### src/rtl/kgtr_pkg.sv
// shared types and constants of the key group threshold router
package kgtr_pkg;

   // field widths of records and of the running group sum
   localparam int KEY_W = 32;
   localparam int AMT_W = 32;
   localparam int SUM_W = 40;
   localparam int REC_W = KEY_W + AMT_W;

   // commands from the controller to the datapath
   typedef struct packed {
      logic latch;        // capture the accepted record
      logic add_input;    // add the record on the input port to the group
      logic add_hold;     // add the captured record to the group
      logic rd_en;        // read the buffer entry at the drain index
      logic idx_inc;      // step the drain index
      logic out_load;     // load the output register from the buffer read data
      logic group_clear;  // close the group after its last item
   } kgtr_cmd_type;

   // status from the datapath to the controller
   typedef struct packed {
      logic flush_needed; // open group and the input key differs
      logic in_eos;       // end of stream on the input port
      logic hold_eos;     // end of stream on the captured record
      logic last_item;    // drain index points at the last buffered entry
      logic out_free;     // output register can take a new item
   } kgtr_status_type;

endpackage

### src/rtl/kgtr_ram.sv
// generic single write port ram with registered read
module kgtr_ram #(
   parameter int WIDTH = 64,
   parameter int DEPTH = 32
) (
   input  logic                     clock,
   input  logic                     we,
   input  logic [$clog2(DEPTH)-1:0] waddr,
   input  logic [WIDTH-1:0]         wdata,
   input  logic                     re,
   input  logic [$clog2(DEPTH)-1:0] raddr,
   output logic [WIDTH-1:0]         rdata
);

   logic [WIDTH-1:0] mem [DEPTH];
   logic [WIDTH-1:0] rdata_ff;

   // write port
   always_ff @(posedge clock) begin
      if (we) begin
         mem[waddr] <= wdata;
      end
   end

   // registered read, holds while not enabled
   always_ff @(posedge clock) begin
      if (re) begin
         rdata_ff <= mem[raddr];
      end
   end

   assign rdata = rdata_ff;

endmodule

### src/rtl/kgtr_ctrl.sv
// controller state machine: accepts records and sequences group drains
module kgtr_ctrl (
   input  logic                     clock,
   input  logic                     reset,
   input  logic                     req_tvalid,
   output logic                     req_tready,
   input  kgtr_pkg::kgtr_status_type status,
   output kgtr_pkg::kgtr_cmd_type    cmd
);
   import kgtr_pkg::*;

   localparam logic [1:0] ST_IDLE = 2'd0;
   localparam logic [1:0] ST_READ = 2'd1;
   localparam logic [1:0] ST_LOAD = 2'd2;
   localparam logic [1:0] ST_ADD  = 2'd3;

   logic [1:0] state_ff, state_in;
   logic       add_after_ff, add_after_in;
   logic       accept;

   assign req_tready = (state_ff == ST_IDLE);
   assign accept     = req_tvalid & req_tready;

   // next state and commands
   always_comb begin
      state_in     = state_ff;
      add_after_in = add_after_ff;
      cmd          = '0;
      unique case (state_ff)
         ST_IDLE: begin
            if (accept) begin
               cmd.latch = 1'b1;
               if (status.flush_needed) begin
                  // drain the old group, then add the captured record
                  add_after_in = 1'b1;
                  state_in     = ST_READ;
               end else begin
                  cmd.add_input = 1'b1;
                  if (status.in_eos) begin
                     add_after_in = 1'b0;
                     state_in     = ST_READ;
                  end
               end
            end
         end
         ST_READ: begin
            cmd.rd_en = 1'b1;
            state_in  = ST_LOAD;
         end
         ST_LOAD: begin
            if (status.out_free) begin
               cmd.out_load = 1'b1;
               if (status.last_item) begin
                  cmd.group_clear = 1'b1;
                  state_in        = add_after_ff ? ST_ADD : ST_IDLE;
               end else begin
                  cmd.idx_inc = 1'b1;
                  state_in    = ST_READ;
               end
            end
         end
         ST_ADD: begin
            cmd.add_hold = 1'b1;
            if (status.hold_eos) begin
               add_after_in = 1'b0;
               state_in     = ST_READ;
            end else begin
               state_in = ST_IDLE;
            end
         end
         default: begin
            state_in = ST_IDLE;
         end
      endcase
   end

   // state registers
   always_ff @(posedge clock) begin
      if (reset) begin
         state_ff     <= ST_IDLE;
         add_after_ff <= 1'b0;
      end else begin
         state_ff     <= state_in;
         add_after_ff <= add_after_in;
      end
   end

endmodule

### src/rtl/kgtr_datapath.sv
// datapath: group buffer, running sum, limit register and output register
module kgtr_datapath #(
   parameter int GROUP_DEPTH = 32
) (
   input  logic                      clock,
   input  logic                      reset,
   input  kgtr_pkg::kgtr_cmd_type    cmd,
   output kgtr_pkg::kgtr_status_type status,
   input  logic [63:0]               req_tdata,
   input  logic                      req_tlast,
   input  logic                      csr_we,
   input  logic [31:0]               csr_wdata,
   output logic                      rsp_tvalid,
   input  logic                      rsp_tready,
   output logic [63:0]               rsp_tdata,
   output logic                      rsp_tlast,
   output logic [1:0]                rsp_tuser
);
   import kgtr_pkg::*;

   localparam int CNT_W = $clog2(GROUP_DEPTH + 1);
   localparam int IDX_W = $clog2(GROUP_DEPTH);

   // configuration
   logic signed [31:0]      limit_ff;
   // captured record
   logic [KEY_W-1:0]        hold_key_ff;
   logic [AMT_W-1:0]        hold_amt_ff;
   logic                    hold_eos_ff;
   // group state
   logic [KEY_W-1:0]        cur_key_ff, cur_key_in;
   logic signed [SUM_W-1:0] sum_ff, sum_in;
   logic [CNT_W-1:0]        count_ff, count_in;
   logic                    open_ff, open_in;
   logic                    ovf_ff, ovf_in;
   logic [IDX_W-1:0]        idx_ff;
   // output register
   logic                    rsp_valid_ff;
   logic [REC_W-1:0]        rsp_data_ff;
   logic                    rsp_last_ff;
   logic                    rsp_whole_ff;
   logic                    rsp_ovf_ff;

   logic                    add;
   logic [KEY_W-1:0]        src_key;
   logic signed [AMT_W-1:0] src_amt;
   logic signed [SUM_W-1:0] base_sum;
   logic [CNT_W-1:0]        base_count;
   logic signed [SUM_W:0]   sum_wide;
   logic                    room;
   logic                    ram_we;
   logic [REC_W-1:0]        ram_rdata;
   logic                    wholesale;

   // status to the controller
   assign status.flush_needed = open_ff && (req_tdata[KEY_W-1:0] != cur_key_ff);
   assign status.in_eos       = req_tlast;
   assign status.hold_eos     = hold_eos_ff;
   assign status.last_item    = ((CNT_W'(idx_ff) + CNT_W'(1)) == count_ff);
   assign status.out_free     = !rsp_valid_ff || rsp_tready;

   // configuration write
   always_ff @(posedge clock) begin
      if (reset) begin
         limit_ff <= '0;
      end else if (csr_we) begin
         limit_ff <= csr_wdata;
      end
   end

   // capture of the accepted record
   always_ff @(posedge clock) begin
      if (cmd.latch) begin
         hold_key_ff <= req_tdata[KEY_W-1:0];
         hold_amt_ff <= req_tdata[REC_W-1:KEY_W];
         hold_eos_ff <= req_tlast;
      end
   end

   // record source and group accumulation with saturation
   assign add        = cmd.add_input | cmd.add_hold;
   assign src_key    = cmd.add_hold ? hold_key_ff : req_tdata[KEY_W-1:0];
   assign src_amt    = cmd.add_hold ? hold_amt_ff : req_tdata[REC_W-1:KEY_W];
   assign base_sum   = open_ff ? sum_ff : '0;
   assign base_count = open_ff ? count_ff : '0;
   assign sum_wide   = (SUM_W+1)'(base_sum) + (SUM_W+1)'(src_amt);
   assign room       = base_count < CNT_W'(GROUP_DEPTH);
   assign ram_we     = add && room;

   always_comb begin
      cur_key_in = cur_key_ff;
      sum_in     = sum_ff;
      count_in   = count_ff;
      open_in    = open_ff;
      ovf_in     = ovf_ff;
      if (cmd.group_clear) begin
         sum_in   = '0;
         count_in = '0;
         open_in  = 1'b0;
         ovf_in   = 1'b0;
      end else if (add) begin
         open_in = 1'b1;
         if (!open_ff) begin
            cur_key_in = src_key;
         end
         // clamp to the signed sum range
         if (sum_wide[SUM_W] != sum_wide[SUM_W-1]) begin
            sum_in = sum_wide[SUM_W] ? {1'b1, {(SUM_W-1){1'b0}}}
                                     : {1'b0, {(SUM_W-1){1'b1}}};
         end else begin
            sum_in = sum_wide[SUM_W-1:0];
         end
         if (room) begin
            count_in = base_count + CNT_W'(1);
            ovf_in   = open_ff ? ovf_ff : 1'b0;
         end else begin
            count_in = base_count;
            ovf_in   = 1'b1;
         end
      end
   end

   // group state registers
   always_ff @(posedge clock) begin
      if (reset) begin
         sum_ff   <= '0;
         count_ff <= '0;
         open_ff  <= 1'b0;
         ovf_ff   <= 1'b0;
      end else begin
         sum_ff   <= sum_in;
         count_ff <= count_in;
         open_ff  <= open_in;
         ovf_ff   <= ovf_in;
      end
   end

   always_ff @(posedge clock) begin
      cur_key_ff <= cur_key_in;
   end

   // drain index
   always_ff @(posedge clock) begin
      if (reset || cmd.group_clear) begin
         idx_ff <= '0;
      end else if (cmd.idx_inc) begin
         idx_ff <= idx_ff + IDX_W'(1);
      end
   end

   // group buffer
   kgtr_ram #(
      .WIDTH(REC_W),
      .DEPTH(GROUP_DEPTH)
   ) u_buffer (
      .clock(clock),
      .we   (ram_we),
      .waddr(base_count[IDX_W-1:0]),
      .wdata({src_amt, src_key}),
      .re   (cmd.rd_en),
      .raddr(idx_ff),
      .rdata(ram_rdata)
   );

   // route decision for the group being drained
   assign wholesale = (sum_ff >= SUM_W'(limit_ff));

   // output register
   always_ff @(posedge clock) begin
      if (reset) begin
         rsp_valid_ff <= 1'b0;
      end else if (cmd.out_load) begin
         rsp_valid_ff <= 1'b1;
      end else if (rsp_tready) begin
         rsp_valid_ff <= 1'b0;
      end
   end

   always_ff @(posedge clock) begin
      if (cmd.out_load) begin
         rsp_data_ff  <= ram_rdata;
         rsp_last_ff  <= status.last_item;
         rsp_whole_ff <= wholesale;
         rsp_ovf_ff   <= ovf_ff;
      end
   end

   assign rsp_tvalid = rsp_valid_ff;
   assign rsp_tdata  = rsp_data_ff;
   assign rsp_tlast  = rsp_last_ff;
   assign rsp_tuser  = {rsp_ovf_ff, rsp_whole_ff};

endmodule

### src/rtl/key_group_threshold_router.sv
// top level of the key group threshold router
// Records (key, signed amount) are taken in order and consecutive records with the
// same key are buffered as a group of up to GROUP_DEPTH entries while their amounts
// are summed with saturation to 40 bits; records past the buffer depth still count in
// the sum but are dropped and the group is flagged. A record with a new key, or one
// marked with tlast, drains the group in arrival order, each item tagged wholesale
// when the sum is at or above the limit register and marked tlast on the group's last
// item. A record that neither closes nor ends a group leaves input open. A drain reads
// each buffered record from the buffer ram, then loads the output register when it is
// free, and stops input while it runs; after a key change the new record is then added.
module key_group_threshold_router #(
   parameter int GROUP_DEPTH = 32
) (
   input  logic        clock,
   input  logic        reset,
   // record transfer
   input  logic        req_tvalid,
   output logic        req_tready,
   input  logic [63:0] req_tdata,  // record_key [31:0], record_amount [63:32]
   input  logic        req_tlast,  // end_of_stream
   // limit register write
   input  logic        csr_we,
   input  logic [31:0] csr_wdata,  // route_limit
   // result transfer
   output logic        rsp_tvalid,
   input  logic        rsp_tready,
   output logic [63:0] rsp_tdata,  // out_key [31:0], out_amount [63:32]
   output logic        rsp_tlast,  // run_last
   output logic [1:0]  rsp_tuser   // to_wholesale [0], group_overflowed [1]
);
   import kgtr_pkg::*;

   kgtr_cmd_type    cmd;
   kgtr_status_type status;

   // controller
   kgtr_ctrl u_ctrl (
      .clock     (clock),
      .reset     (reset),
      .req_tvalid(req_tvalid),
      .req_tready(req_tready),
      .status    (status),
      .cmd       (cmd)
   );

   // datapath
   kgtr_datapath #(
      .GROUP_DEPTH(GROUP_DEPTH)
   ) u_datapath (
      .clock     (clock),
      .reset     (reset),
      .cmd       (cmd),
      .status    (status),
      .req_tdata (req_tdata),
      .req_tlast (req_tlast),
      .csr_we    (csr_we),
      .csr_wdata (csr_wdata),
      .rsp_tvalid(rsp_tvalid),
      .rsp_tready(rsp_tready),
      .rsp_tdata (rsp_tdata),
      .rsp_tlast (rsp_tlast),
      .rsp_tuser (rsp_tuser)
   );

endmodule

### config.mk
export PLATFORM = sky130hd
export DESIGN_NAME = key_group_threshold_router
export DESIGN_NICKNAME = d
export VERILOG_FILES = /design/src/rtl/kgtr_pkg.sv /design/src/rtl/kgtr_ram.sv /design/src/rtl/kgtr_ctrl.sv /design/src/rtl/kgtr_datapath.sv /design/src/rtl/key_group_threshold_router.sv
export SDC_FILE = /design/constraint.sdc
export NUM_CORES = 2
export LEC_CHECK = 0
export BUFFER_PORTS_ARGS = -buffer_cell sky130_fd_sc_hd__buf_2
export CAP_MARGIN = 20
export CORE_MARGIN = 2
export CORE_UTILIZATION = 40
export CTS_BUF_LIST = sky130_fd_sc_hd__clkbuf_8
export DETAILED_ROUTE_END_ITERATION = 10
export HOLD_SLACK_MARGIN = 0.03
export PLACE_DENSITY = 0.52
export SYNTH_ARGS = -nofsm -noshare
export SYNTH_HDL_FRONTEND = slang
export SYNTH_SLANG_ARGS = --single-unit
### constraint.sdc
create_clock -name clock -period 12.1 [get_ports clock]
set_clock_uncertainty 0.2 [all_clocks]
set_input_delay 0.605 -clock clock [delete_from_list [all_inputs] [get_ports clock]]
set_output_delay 0.605 -clock clock [all_outputs]
set_load 0.02 [all_outputs]
==> summary.txt <==
Floorplanning
  – I/O pin count: 171
  – Rows: roughly 180
  – Die Width: roughly 490 um
  – Die Area: around 0.24 mm^2
  – Core Region: about 0.23 mm^2
  – Height of the die: between 400 and 500 um
  – Initial Util: 40.3%

Worst setup path
  – CP Max Fanout: 33
  – R2R Path Start: u_ctrl.state_ff[1]
  – CP required: about 13 ns
  – Setup CP Type: register to register
  – Critical Path Start Type: register
  – R2r worst-path depth: 13
  – CP arrival: ~6.6 ns
  – Crit path capture type: register
  – R2R setup slack: ~6.2 ns
  – FF-to-FF End: u_datapath.sum_ff[12]

Global routing
  – Initial antenna violation count: 27
  – Global-route wire length before repair: between 300 and 400 mm
  – Largest net degree at the start of global routing: roughly 110
  – Vias in the first global route: ~48k
  – Grt total ovfl: 0
  – Total track usage: a little over a fifth

Timing
  – Worst Max-Slew Pin Slew: ~1.1 ns
  – Final Cycle Share: between 40% and 50%
  – Post-route minimum period: 5.88 ns
  – Final Hold Viols: 0
  – # setup viols final: 0
  – RSZ-0062 raised after global routing: false
  – Max_slew headroom: around 29%
  – Setup TNS: 0 ns
  – Fmax: 170 MHz
  – Max-slew violations: 0
  – Min setup slack post-route: slightly above 6 ns

Final layout
  – Post-route core utilization: a little under half
  – Synthesis-to-finish area growth: 15.8%
  – Fill cell count: 19.2k
  – Sequential cell area: roughly 0.07 mm^2
  – Layout Cells excl Fill: slightly above 8k
  – Nets: between 5k and 6k
  – Layout cells sized above 1: between 30% and 40%
  – Area of the multi-input gates: 0.0219 mm^2

Placed design
  – IO buf count: 170
  – Setup slack at placement: between 6 and 7 ns
  – GP Congestion: between 0.7 and 0.8
  – Detailed placement HPWL: 139 mm
  – Placed cell count: between 7k and 8k

Detailed routing
  – Via density: approximately 5.5
  – Drt pass-1 iters: 6
  – DRC violations left: 0
  – Detailed Route WL: between 200 and 250 mm
  – Via count: approximately 46k
  – Wire per inst: around 30 um
  – DRT antenna net count: 0
  – First DRT Iteration DRCs: approximately 4.7k

CTS
  – Clock Pin Slew Worst Setup and Hold Paths: 0.06 ns
  – Post-CTS repair timing setup buffer count: 0
  – Root buf cell: clkbuf_8
  – Post_cts resized: 0
  – Clock Latency Late Sink: between 1 and 1.5 ns
  – Max Root-Sink Buffers: 4
  – Num CTS Buffers: between 400 and 500
  – H-tree depth: 5
  – CTS tree: built
  – CTS sink count: 2365
  – Hold Buf Count CTS: between 200 and 250

Synthesis
  – Async set-or-reset flop fraction in the synthesized netlist: 0%
  – Synth top area share: approximately 74%
  – Syn Inst Count: about 4.2k
  – Main area contributors after synthesis: edfxtp_1 74%, mux4_2 16%, dfxtp_1 1.9%
  – Post-synth EDFFs: between 2k and 2.5k
  – Synth area leader: edfxtp_1
  – Sequential fraction of the synthesis area: between 70% and 80%
  – Mapped Nets: roughly 4.4k
  – Seq cells post-synth: between 2k and 2.5k
  – Ys flop type: edfxtp_1
  – Synth cell types: 72
  – Top cells by count, synth: 2276 x edfxtp_1, 640 x mux4_2, 158 x nor2_1, 133 x clkbuf_1, 128 x mux2_2
  – Netlist Area Pre-Place: roughly 0.093 mm^2
  – Yosys warns: 0
  – Most frequent cell after synthesis: edfxtp_1
  – Synth Area per Inst: about 22 um^2

Power
  – Leakage power: about 34 nW
  – PwrDens: roughly 160 mW/mm^2
  – Power Total: 0.0167 W
  – Peak supply drop: between 0.1 and 0.15 mV

Min path
  – HP Start: req_tdata[15]
  – Min-Delay Path Class: input port to register
  – Worst Hold End: u_datapath.hold_key_ff[15]
  – WHS Path Cells: 2

Flow run
  – Max-cap violations: 0

Run status
  – Status: finished, final reports clean
worst max-delay path, cell delays in order (launching register included):
cell	delay, ns
dfxtp_1	0.60
and2_4	0.63
mux2_2	0.92
ha_1	0.43
a21oi_1	0.18
o211ai_1	0.20
a21oi_2	0.39
o2111ai_2	0.21
and2_4	0.23
a2111oi_4	0.40
xor2_4	0.52
buf_4	0.42
maj3_1	0.22
a211oi_1	0.07
state kept, by name (all words and copies together) (netlist names):
signal / count
u_ctrl.state_ff: 2
u_datapath.u_buffer.mem: 2048
u_datapath.count_ff: 6
u_datapath.hold_amt_ff: 32
u_datapath.sum_ff: 40
u_datapath.u_buffer.rdata: 64
u_datapath.hold_key_ff: 32
u_datapath.idx_ff: 5
u_ctrl.add_after_ff: 1
u_datapath.ovf_ff: 1
u_datapath.rsp_tlast: 1
u_datapath.open_ff: 1
u_datapath.limit_ff: 32
u_datapath.cur_key_ff: 32
u_datapath.rsp_tvalid: 1
u_datapath.rsp_tdata: 64
u_datapath.rsp_whole_ff: 1
u_datapath.rsp_ovf_ff: 1
u_datapath.hold_eos_ff: 1
cells in the final DEF, fill, tap and decap left out, types with 10 or more instances in the layout:
cell type,instances
a211oi_1,45
nand3_1,11
xor2_1,18
mux4_2,640
xnor2_1,55
o21ai_0,34
mux2i_1,36
a21oi_1,54
nor2_1,122
o21a_1,11
ha_1,85
clkinv_1,116
dfxtp_1,84
maj3_1,36
nand4_1,24
edfxtp_1,2276
and2_1,41
inv_1,171
dlygate4sd3_1,245
buf_4,97
buf_2,170
clkbuf_8,418
nor2b_1,10
mux2_2,128
nor2_4,35
a21o_1,26
nand2_1,58
clkinv_2,43
routing by layer:
metal  wire (um)  track usage, %
met5          13               0
met4        5740            5.75
met3       13900            3.66
met2      119000            33.7
met1      108000            29.7
how the worst max path moves through the flow:
| stage | start | to | slack (ns) | cells after the start |
|---|---|---|---|---|
| 2_1_floorplan | req_tvalid | u_datapath.cur_key_ff[0] | 6.22 | 4 |
| 3_3_place_gp | u_ctrl.state_ff[1] | u_datapath.sum_ff[36] | 6.26 | 13 |
| 3_5_place_dp | u_ctrl.state_ff[1] | u_datapath.sum_ff[36] | 6.17 | 13 |
| 4_1_cts | u_ctrl.state_ff[1] | u_datapath.sum_ff[6] | 6.17 | 13 |
| 5_1_grt | u_ctrl.state_ff[1] | u_datapath.sum_ff[34] | 5.87 | 13 |
| 6_report | u_ctrl.state_ff[1] | u_datapath.sum_ff[12] | 6.22 | 13 |
report_power, final:
part / switching, W / total (W) / internal [W]
clock network: 0.00318 / 0.00650 / 0.00331
logic: 0.000616 / 0.00103 / 0.000417
registers: 0.0000525 / 0.00916 / 0.00910
total: 0.00385 / 0.0167 / 0.0128
layout make-up:
type / count / share of cell area (%)
timing repair buffer: 519 / 3.93
inverter: 46 / 0.161
multi-input combinational: 1579 / 20.4
antenna: 7 / 0.0163
tap: 3026 / 3.53
clock buffer: 418 / 5.36
clock inverter: 299 / 1.29
sequential: 2365 / 65.3
through the flow:
| stage | area, um^2 | hold slack [ns] |
|---|---|---|
| after global routing | 107000 | 0.0996 |
| final | 107000 | 0.143 |
| after floorplan | 92700 | 0.200 |
| after detailed placement | 97700 | 0.205 |
| after global placement | 97600 | 0.204 |
| after CTS | 107000 | 0.0317 |
cell families (layout without fill, tap and decap cells):
logic type | count (synthesis) | after routing | share of synthesized area (%)
other | 0 | 7 | 0
muxes | 804 | 804 | 17.5
and+or+nand+nor | 342 | 342 | 1.73
xor gates and xnor gates | 74 | 74 | 0.707
adders and majority gates | 123 | 123 | 1.57
AOI/OAI and AO/OA | 236 | 236 | 1.78
DFF | 2365 | 2365 | 75.6
buffers and inverters | 255 | 1282 | 1.08
No activity file was read; power rests on OpenSTA's default activity.
